--- config.mk ---
export PLATFORM = sky130hd
export DESIGN_NAME = tiny_language_lexer_unit
export DESIGN_NICKNAME = d
export VERILOG_FILES = /design/src/rtl/tll_pkg.sv /design/src/rtl/tll_scan.sv /design/src/rtl/tll_tokq.sv /design/src/rtl/tiny_language_lexer_unit.sv
export SDC_FILE = /design/constraint.sdc
export NUM_CORES = 1
export LEC_CHECK = 0
export BUFFER_PORTS_ARGS = -buffer_cell sky130_fd_sc_hd__buf_2
export CELL_PAD_IN_SITES_DETAIL_PLACEMENT = 1
export CELL_PAD_IN_SITES_GLOBAL_PLACEMENT = 1
export CORE_UTILIZATION = 27
export DETAILED_ROUTE_END_ITERATION = 10
export PLACE_DENSITY = 0.54
export SLEW_MARGIN = 10
export SYNTH_ARGS = -nofsm -noshare
export SYNTH_HDL_FRONTEND = slang
export SYNTH_SLANG_ARGS = --single-unit
export TNS_END_PERCENT = 20
--- constraint.sdc ---
create_clock -name clk -period 3 [get_ports clk]
set_clock_uncertainty 0.15 [all_clocks]
set_input_delay 0.15 -clock clk [delete_from_list [all_inputs] [get_ports clk]]
set_output_delay 0.15 -clock clk [all_outputs]
set_load 0.01 [all_outputs]
--- src/rtl/tll_pkg.sv ---
// ----------------------------------------------------------------------------
// tll_pkg
// Shared types and constants of the lexer: token kinds, the token word,
// the reserved word table and the operator decode.
// ----------------------------------------------------------------------------
package tll_pkg;

	localparam int KIND_W = 5;
	localparam int LEN_W  = 4;
	localparam int TEXT_W = 64;

	typedef enum logic [KIND_W-1:0] {
		KIND_ENDFILE = 5'd0,
		KIND_ERROR   = 5'd1,
		KIND_IF      = 5'd2,
		KIND_THEN    = 5'd3,
		KIND_ELSE    = 5'd4,
		KIND_END     = 5'd5,
		KIND_REPEAT  = 5'd6,
		KIND_UNTIL   = 5'd7,
		KIND_READ    = 5'd8,
		KIND_WRITE   = 5'd9,
		KIND_ID      = 5'd10,
		KIND_NUM     = 5'd11,
		KIND_ASSIGN  = 5'd12,
		KIND_EQ      = 5'd13,
		KIND_LT      = 5'd14,
		KIND_PLUS    = 5'd15,
		KIND_MINUS   = 5'd16,
		KIND_TIMES   = 5'd17,
		KIND_OVER    = 5'd18,
		KIND_LPAREN  = 5'd19,
		KIND_RPAREN  = 5'd20,
		KIND_SEMI    = 5'd21
	} kind_t;

	localparam logic [7:0] CH_COLON  = 8'h3a;
	localparam logic [7:0] CH_EQ     = 8'h3d;
	localparam logic [7:0] CH_LBRACE = 8'h7b;
	localparam logic [7:0] CH_RBRACE = 8'h7d;
	localparam logic [7:0] CH_SPACE  = 8'h20;
	localparam logic [7:0] CH_TAB    = 8'h09;
	localparam logic [7:0] CH_LF     = 8'h0a;

	localparam logic [TEXT_W-1:0] ASSIGN_TEXT = 64'h3d3a;

	localparam int KW_COUNT = 8;

	localparam logic [TEXT_W-1:0] KW_TEXT [KW_COUNT] = '{
		64'h0000_0000_0000_6669,
		64'h0000_0000_6e65_6874,
		64'h0000_0000_6573_6c65,
		64'h0000_0000_0064_6e65,
		64'h0000_7461_6570_6572,
		64'h0000_006c_6974_6e75,
		64'h0000_0000_6461_6572,
		64'h0000_0065_7469_7277
	};

	localparam logic [LEN_W-1:0] KW_LEN [KW_COUNT] = '{
		4'd2, 4'd4, 4'd4, 4'd3, 4'd6, 4'd5, 4'd4, 4'd5
	};

	localparam kind_t KW_KIND [KW_COUNT] = '{
		KIND_IF, KIND_THEN, KIND_ELSE, KIND_END,
		KIND_REPEAT, KIND_UNTIL, KIND_READ, KIND_WRITE
	};

	typedef struct packed {
		kind_t              kind;
		logic [LEN_W-1:0]   len;
		logic [TEXT_W-1:0]  text;
		logic               last;
	} token_t;

	typedef struct packed {
		logic   v0;
		logic   v1;
		token_t t0;
		token_t t1;
	} push_t;

	function automatic kind_t word_kind(input logic [TEXT_W-1:0] text,
		input logic [LEN_W-1:0] len);
		kind_t k;
		k = KIND_ID;
		for (int i = 0; i < KW_COUNT; i++) begin
			if (text == KW_TEXT[i] && len == KW_LEN[i]) begin
				k = KW_KIND[i];
			end
		end
		return k;
	endfunction

	function automatic kind_t op_kind(input logic [7:0] c);
		kind_t k;
		case (c)
			8'h3d: k = KIND_EQ;
			8'h3c: k = KIND_LT;
			8'h2b: k = KIND_PLUS;
			8'h2d: k = KIND_MINUS;
			8'h2a: k = KIND_TIMES;
			8'h2f: k = KIND_OVER;
			8'h28: k = KIND_LPAREN;
			8'h29: k = KIND_RPAREN;
			8'h3b: k = KIND_SEMI;
			default: k = KIND_ERROR;
		endcase
		return k;
	endfunction

endpackage

--- src/rtl/tll_scan.sv ---
// ----------------------------------------------------------------------------
// tll_scan
// Scanner automaton. Holds the scan mode and the lexeme buffer and turns one
// character into zero, one or two tokens, rescanning a terminating character
// from the start state in the same cycle.
// ----------------------------------------------------------------------------
module tll_scan import tll_pkg::*; #(
	parameter int TOKEN_CHARS = 8
) (
	input  logic        clk,
	input  logic        arst_n,
	input  logic        fire,
	input  logic [7:0]  char_code,
	input  logic        end_of_input,
	output push_t       push
);

	localparam int CW = $clog2(TOKEN_CHARS + 2);

	typedef enum logic [4:0] {
		M_START   = 5'b00001,
		M_ASSIGN  = 5'b00010,
		M_COMMENT = 5'b00100,
		M_NUM     = 5'b01000,
		M_ID      = 5'b10000
	} mode_t;

	typedef struct packed {
		logic  emit;
		kind_t kind;
		logic  keep;
		mode_t mode;
	} start_t;

	mode_t                       mode_q, mode_n;
	logic [TOKEN_CHARS-1:0][7:0] store_q, store_n;
	logic [CW-1:0]               count_q, count_n;

	logic              is_digit, is_alpha, again, start_sel;
	logic [LEN_W-1:0]  cur_len;
	logic [TEXT_W-1:0] cur_text;
	token_t            tok_a, tok_b;
	logic              v_a, v_b;
	start_t            st;

	function automatic start_t start_step(input logic [7:0] c, input logic eof,
		input logic dig, input logic alp);
		start_t r;
		r.emit = 1'b0;
		r.kind = KIND_ERROR;
		r.keep = 1'b0;
		r.mode = M_START;
		if (eof) begin
			r.emit = 1'b1;
			r.kind = KIND_ENDFILE;
		end else if (dig) begin
			r.keep = 1'b1;
			r.mode = M_NUM;
		end else if (alp) begin
			r.keep = 1'b1;
			r.mode = M_ID;
		end else if (c == CH_COLON) begin
			r.keep = 1'b1;
			r.mode = M_ASSIGN;
		end else if (c == CH_SPACE || c == CH_TAB || c == CH_LF) begin
			r.mode = M_START;
		end else if (c == CH_LBRACE) begin
			r.mode = M_COMMENT;
		end else begin
			r.emit = 1'b1;
			r.kind = op_kind(c);
		end
		return r;
	endfunction

	assign is_digit = (char_code >= 8'h30) && (char_code <= 8'h39);
	assign is_alpha = ((char_code >= 8'h61) && (char_code <= 8'h7a)) ||
		((char_code >= 8'h41) && (char_code <= 8'h5a));
	assign cur_len  = (count_q > CW'(TOKEN_CHARS)) ? LEN_W'(TOKEN_CHARS) : LEN_W'(count_q);
	assign cur_text = TEXT_W'(store_q);
	assign st       = start_step(char_code, end_of_input, is_digit, is_alpha);

	always_comb begin
		mode_n    = mode_q;
		store_n   = store_q;
		count_n   = count_q;
		again     = 1'b0;
		start_sel = 1'b0;
		v_a       = 1'b0;
		v_b       = 1'b0;
		tok_a     = '{kind: KIND_ENDFILE, len: '0, text: '0, last: 1'b0};
		tok_b     = '{kind: KIND_ENDFILE, len: '0, text: '0, last: 1'b0};
		unique case (mode_q)
			M_COMMENT: begin
				if (end_of_input) begin
					v_a     = 1'b1;
					mode_n  = M_START;
				end else if (char_code == CH_RBRACE) begin
					mode_n  = M_START;
				end
			end
			M_ASSIGN: begin
				mode_n = M_START;
				v_a    = 1'b1;
				if (!end_of_input && char_code == CH_EQ) begin
					tok_a.kind = KIND_ASSIGN;
					tok_a.len  = LEN_W'(2);
					tok_a.text = ASSIGN_TEXT;
				end else begin
					tok_a.kind = KIND_ERROR;
					tok_a.len  = cur_len;
					tok_a.text = cur_text;
					again      = 1'b1;
				end
			end
			M_NUM, M_ID: begin
				if (!end_of_input && ((mode_q == M_NUM) ? is_digit : is_alpha)) begin
					for (int i = 0; i < TOKEN_CHARS; i++) begin
						if (count_q == CW'(i)) begin
							store_n[i] = char_code;
						end
					end
					count_n = (count_q < CW'(TOKEN_CHARS)) ? count_q + CW'(1) :
						CW'(TOKEN_CHARS + 1);
				end else begin
					mode_n     = M_START;
					v_a        = 1'b1;
					again      = 1'b1;
					tok_a.len  = cur_len;
					tok_a.text = cur_text;
					if (mode_q == M_NUM) begin
						tok_a.kind = KIND_NUM;
					end else if (count_q > CW'(TOKEN_CHARS)) begin
						tok_a.kind = KIND_ID;
					end else begin
						tok_a.kind = word_kind(cur_text, cur_len);
					end
				end
			end
			default: begin
				start_sel = 1'b1;
			end
		endcase

		if (v_a) begin
			store_n = '0;
			count_n = '0;
		end

		if (start_sel || again) begin
			mode_n = st.mode;
			if (st.keep) begin
				store_n    = '0;
				store_n[0] = char_code;
				count_n    = CW'(1);
			end
			if (st.emit) begin
				if (start_sel) begin
					v_a        = 1'b1;
					tok_a.kind = st.kind;
					tok_a.len  = end_of_input ? '0 : LEN_W'(1);
					tok_a.text = end_of_input ? '0 : TEXT_W'(char_code);
				end else begin
					v_b        = 1'b1;
					tok_b.kind = st.kind;
					tok_b.len  = end_of_input ? '0 : LEN_W'(1);
					tok_b.text = end_of_input ? '0 : TEXT_W'(char_code);
				end
			end
		end

		tok_a.last = !v_b;
		tok_b.last = 1'b1;
	end

	assign push.v0 = fire && v_a;
	assign push.v1 = fire && v_b;
	assign push.t0 = tok_a;
	assign push.t1 = tok_b;

	always_ff @(posedge clk or negedge arst_n) begin
		if (!arst_n) begin
			mode_q  <= M_START;
			store_q <= '0;
			count_q <= '0;
		end else if (fire) begin
			mode_q  <= mode_n;
			store_q <= store_n;
			count_q <= count_n;
		end
	end

endmodule

--- src/rtl/tll_tokq.sv ---
// ----------------------------------------------------------------------------
// tll_tokq
// Four-word token queue. Takes up to two tokens a cycle from the scanner and
// presents one word a cycle on the output channel while out_stall is low.
// ----------------------------------------------------------------------------
module tll_tokq import tll_pkg::*; (
	input  logic   clk,
	input  logic   arst_n,
	input  push_t  push,
	output logic   room,
	output logic   out_valid,
	input  logic   out_stall,
	output token_t head
);

	localparam int QDEPTH = 4;
	localparam int PW     = $clog2(QDEPTH);
	localparam int CW     = $clog2(QDEPTH + 1);

	token_t        mem_q [QDEPTH];
	logic [PW-1:0] wr_ptr_q, rd_ptr_q;
	logic [CW-1:0] count_q;
	logic          pop;

	assign out_valid = (count_q != '0);
	assign pop       = out_valid && !out_stall;
	assign room      = (count_q <= CW'(QDEPTH - 2));
	assign head      = mem_q[rd_ptr_q];

	always_ff @(posedge clk) begin
		if (push.v0) begin
			mem_q[wr_ptr_q] <= push.t0;
		end
		if (push.v1) begin
			mem_q[wr_ptr_q + PW'(1)] <= push.t1;
		end
	end

	always_ff @(posedge clk or negedge arst_n) begin
		if (!arst_n) begin
			wr_ptr_q <= '0;
			rd_ptr_q <= '0;
			count_q  <= '0;
		end else begin
			wr_ptr_q <= wr_ptr_q + PW'(push.v0) + PW'(push.v1);
			rd_ptr_q <= rd_ptr_q + PW'(pop);
			count_q  <= count_q + CW'(push.v0) + CW'(push.v1) - CW'(pop);
		end
	end

endmodule

--- src/rtl/tiny_language_lexer_unit.sv ---
// ----------------------------------------------------------------------------
// tiny_language_lexer_unit
// Scanner for the small teaching language, one source character per word.
//
// Each input word is captured in an input register, scanned once the token
// queue has room and its tokens written into a four-word token queue that
// drives the output port. The block accepts one character per cycle while
// in_stall is low; the output port delivers one token per cycle while
// out_stall is low. A character that ends a number, identifier or lone
// colon and also yields a token of its own puts two tokens into the queue,
// and the input stalls while a character waits and the queue holds more
// than two tokens. Lexemes keep at most TOKEN_CHARS bytes.
// ----------------------------------------------------------------------------
module tiny_language_lexer_unit import tll_pkg::*; #(
	parameter int TOKEN_CHARS = 8
) (
	input  logic              clk,
	input  logic              arst_n,
	input  logic              in_valid,
	output logic              in_stall,
	input  logic [7:0]        char_code,
	input  logic              end_of_input,
	output logic              out_valid,
	input  logic              out_stall,
	output logic [KIND_W-1:0] token_kind,
	output logic [LEN_W-1:0]  lexeme_length,
	output logic [TEXT_W-1:0] lexeme_text,
	output logic              last_of_run
);

	logic       valid_s1, char_ok;
	logic [7:0] char_s1;
	logic       eof_s1;
	logic       room, fire;
	push_t      push;
	token_t     head;

	assign fire     = valid_s1 && room;
	assign in_stall = valid_s1 && !room;
	assign char_ok  = in_valid && !in_stall;

	always_ff @(posedge clk or negedge arst_n) begin
		if (!arst_n) begin
			valid_s1 <= 1'b0;
		end else if (char_ok) begin
			valid_s1 <= 1'b1;
		end else if (fire) begin
			valid_s1 <= 1'b0;
		end
	end

	always_ff @(posedge clk) begin
		if (char_ok) begin
			char_s1 <= char_code;
			eof_s1  <= end_of_input;
		end
	end

	tll_scan #(.TOKEN_CHARS(TOKEN_CHARS)) u_scan (
		.clk          (clk),
		.arst_n       (arst_n),
		.fire         (fire),
		.char_code    (char_s1),
		.end_of_input (eof_s1),
		.push         (push)
	);

	tll_tokq u_tokq (
		.clk       (clk),
		.arst_n    (arst_n),
		.push      (push),
		.room      (room),
		.out_valid (out_valid),
		.out_stall (out_stall),
		.head      (head)
	);

	assign token_kind    = head.kind;
	assign lexeme_length = head.len;
	assign lexeme_text   = head.text;
	assign last_of_run   = head.last;

endmodule

==> flow_summary.toml <==
[run_status]
outcome = "complete, but fails checks"
violations = "setup timing"

[layout]
fillers = 6669
antenna_cells = 0
multi_input_area_um2 = 8150
areaGrowthSynthToFinish_pct = 33.3
nNetsFinal = 1668
seq_area_um2 = 8790
layout-drive-gt1-share_pct = 36.9

[clock_tree]
clkTransAtPathRegs_ns = 0.06
clkSinkCount = 386
cts_tree = "done"
cts_buffers = 45
clk_latency_ns = 0.59
cts_root_buffer = "clkbuf_16"
clk_path_buf_depth = 3
h-tree-depth = 2

[pwr]
p_leak_uw = 0.00847
p_per_area_nw_per_um2 = 816
ir_worst_vdd_v = 0.000422

[yosys]
synth_area_um2 = 17100
ys_ff_latch = 386
synth_nets = 1419
yosys_warnings = 0
synth.yosys.seq_area_share_pct = 51.3
synth_edf_count = 65
synth_cells = 1396
yosysUniqueCellTypes = 98
synth_area_per_cell_um2 = 12.3
async_reset_ff_share_pct = 21.0
synth_flop_cell = "dfxtp_1"

[worst_setup_path]
crit_arrival_ns = 3.29
crit_required_ns = 3.14
end_kind = "flip-flop"
path_max_fanout = 4
criticalPathCategory = "flip-flop to flip-flop"
startpoint_type = "flip-flop"

[routing]
routed.top_layer = "met4"
drc = 0
first_pass_iters = 5
wl_mm = 61.9
via_per_inst = 5.55
dr.first_iter.drc_count = 1010
wl_per_cell_um = 24.6
wl_met3_mm = 2.75
wl_met2_mm = 29.7
routed-via-count = 13967
wl_met1_mm = 28.3
drtAntennaViolNets = 0

[floorplanning]
dieArea_um2 = 64500
die_y_um = 254
coreArea_um2 = 62200
row_count = 91
initial_core_util_pct = 27.6
die_w_um = 254
io_pins = 89

[timing]
rsz0062_at_grt = "yes"
fin_ws_ns = -0.147
final.setup.tns_ns = -5.91
slew-limit-headroom_pct = 28.7
final_min_period_over_clock_period_pct = 105
fin_crit_ns = 3.15
worstMarginPinSlew_ns = 1.07
fmax_mhz = 318
hold_viol = 0
final-setup-viol-count = 118
slew_viol_final = 0
hold_slack_ns = 0.141

[global_route]
grt_start_max_net_pins = 121
grt_overflow = 0
grt_first_pass_wirelength_mm = 91.0
antenna_found_initial = 0
grt_usage_pct = 18.6
grt_pass1_vias = 14363

[min_path]
hp-class = "input port to flip-flop"

[placed_design]
dp_hpwl_mm = 41.1
place_congestion = 0.893
io_buffers = 88

[flow_run]
drv_cap = 0
==> metrics by stage <==
| stage | total power, µW | instance area [µm²] | setup slack, ns | std cells | utilization (%) |
|---|---|---|---|---|---|
| finish | 18600 | 22800 | -0.147 | 2518 | 36.7 |
| global route | 19500 | 22800 | -0.184 | 2518 | 36.7 |
| CTS | 18200 | 22100 | -0.146 | 2497 | 35.6 |
| detailed placement | 12400 | 20100 | -0.188 | 2392 | 32.3 |
| global placement | 12300 | 20100 | -0.154 | 2392 | 32.3 |
| floorplan | 9470 | 17300 | -0.102 | 1396 | - |
==> synthesized netlist by cell type, types with 6 or more instances <==
master | number | area [µm²]
dfrtp_1 | 80 | 2000
o31ai_1 | 8 | 60.1
clkbuf_1 | 71 | 267
nand3_1 | 34 | 170
a22o_1 | 41 | 359
a32o_1 | 210 | 2100
nor2_1 | 41 | 154
dfxtp_1 | 240 | 4800
o22ai_1 | 33 | 206
inv_1 | 15 | 56.3
nor4_1 | 21 | 131
o21ai_0 | 31 | 155
buf_2 | 46 | 230
mux2i_1 | 8 | 80.1
nand4b_1 | 8 | 70.1
and2_1 | 12 | 75.1
or4_1 | 11 | 82.6
ha_1 | 7 | 87.6
nor3_1 | 14 | 70.1
nand2_1 | 75 | 282
buf_1 | 21 | 78.8
nand4_1 | 15 | 93.8
mux4_2 | 74 | 1670
o2bb2ai_1 | 43 | 377
or3_1 | 6 | 37.5
a21oi_1 | 21 | 105
o21a_1 | 10 | 75.1
edfxtp_1 | 65 | 1950
a2bb2oi_1 | 6 | 52.6
==> layer usage <==
| metal | track usage (%) | vias up |
|---|---|---|
| met3 | 3.39 | 79 |
| met2 | 30.7 | 343 |
| met5 | 0 | - |
| li1 | - | 6181 |
| met1 | 25.1 | 7364 |
| met4 | 4.39 | 0 |
==> area by class of cell <==
cell class	count	share of cell area (%)
flip-flops and latches	386	38.5
multi-input cells	834	35.7
repair buffers	361	14.2
clock buffers	61	5.65
well taps	837	4.59
clock inverters	22	1.11
inverters	17	0.307
==> path summary, 6_finish.rpt <==
path	endpoint	slack, ns	cells past startpoint	startpoint
worst max-delay path	u_tokq.mem_q[1][70]	-0.15	8	u_scan.cur_text[20]
worst min-delay path	char_s1[5]	0.14	2	char_code[5]
worst max register to register	u_tokq.mem_q[1][70]	-0.15	8	u_scan.cur_text[20]
worst min register to register	u_tokq.mem_q[0][64]	0.31	1	u_tokq.mem_q[0][64]
max in group asynchronous	u_scan.cur_text[56]	1.79	3	arst_n
min in group asynchronous	u_tokq.rd_ptr_q[1]	0.15	2	arst_n
==> cells in the final DEF, fill, tap and decap left out, drive strengths merged, types with 6 or more instances in the layout <==
cell type | netlist | final
buf | 75 | 338
dfxtp | 240 | 240
a32o | 210 | 210
dfrtp | 80 | 80
nand2 | 75 | 75
mux4 | 74 | 74
clkbuf | 80 | 72
edfxtp | 65 | 65
nor2 | 45 | 45
o2bb2ai | 44 | 44
a22o | 41 | 41
nand3 | 34 | 34
o22ai | 34 | 34
o21ai | 32 | 32
nor4 | 22 | 22
a21oi | 21 | 21
inv | 17 | 18
nand4 | 16 | 16
clkinv | 0 | 15
nor3 | 14 | 14
and2 | 13 | 13
dlygate4sd3 | 0 | 12
or4 | 12 | 12
o21a | 10 | 10
o31ai | 9 | 9
nand4b | 8 | 8
mux2i | 8 | 8
or3 | 8 | 8
ha | 7 | 7
a21o | 7 | 7
a2bb2oi | 6 | 6
==> kinds of logic (layout without fill, tap and decap cells) <==
group	after synthesis	count (layout)	synth area share (%)
adders and majority gates	10	10	0.862
muxes	82	82	10.2
and+or+nand+nor	297	297	9.80
DFF	386	386	51.3
buffers and inverters	176	461	5.12
xor gates and xnor gates	4	4	0.205
AOI/OAI and AO/OA	441	441	22.6
==> report_power, final <==
part | switching, µW | internal (µW)
Clock | 2270 | 3380
Sequential | 375 | 5700
Combinational | 4180 | 2730
==> worst max-delay path, stage by stage, from the launching register on <==
cell and delay [ns]:
dfrtp_1 0.39, or4b_4 0.54, or4_4 0.42, or4b_4 0.57
o22ai_4 0.20, o311ai_4 0.13, a32oi_2 0.23, buf_6 0.15
o22ai_1 0.07
==> repair_timing <==
action | CTS | global route
pin swaps | 19 | 51
hold buffers | 12 | 0
hold endpoints to repair | 91 | 0
gates resized for setup | 45 | 77
buffers inserted | 10 | 12
cloned | 1 | 13
setup endpoints to repair | 334 | 351
==> state kept, by name, summed over array words and instances (netlist names) <==
signal           count
char_s1              8
eof_s1               1
u_scan.count_q       4
u_scan.cur_text     64
u_scan.mode_q        5
u_tokq.count_q       3
u_tokq.mem_q       296
u_tokq.rd_ptr_q      2
u_tokq.wr_ptr_q      2
valid_s1             1
(Power assumes the default switching activity.)
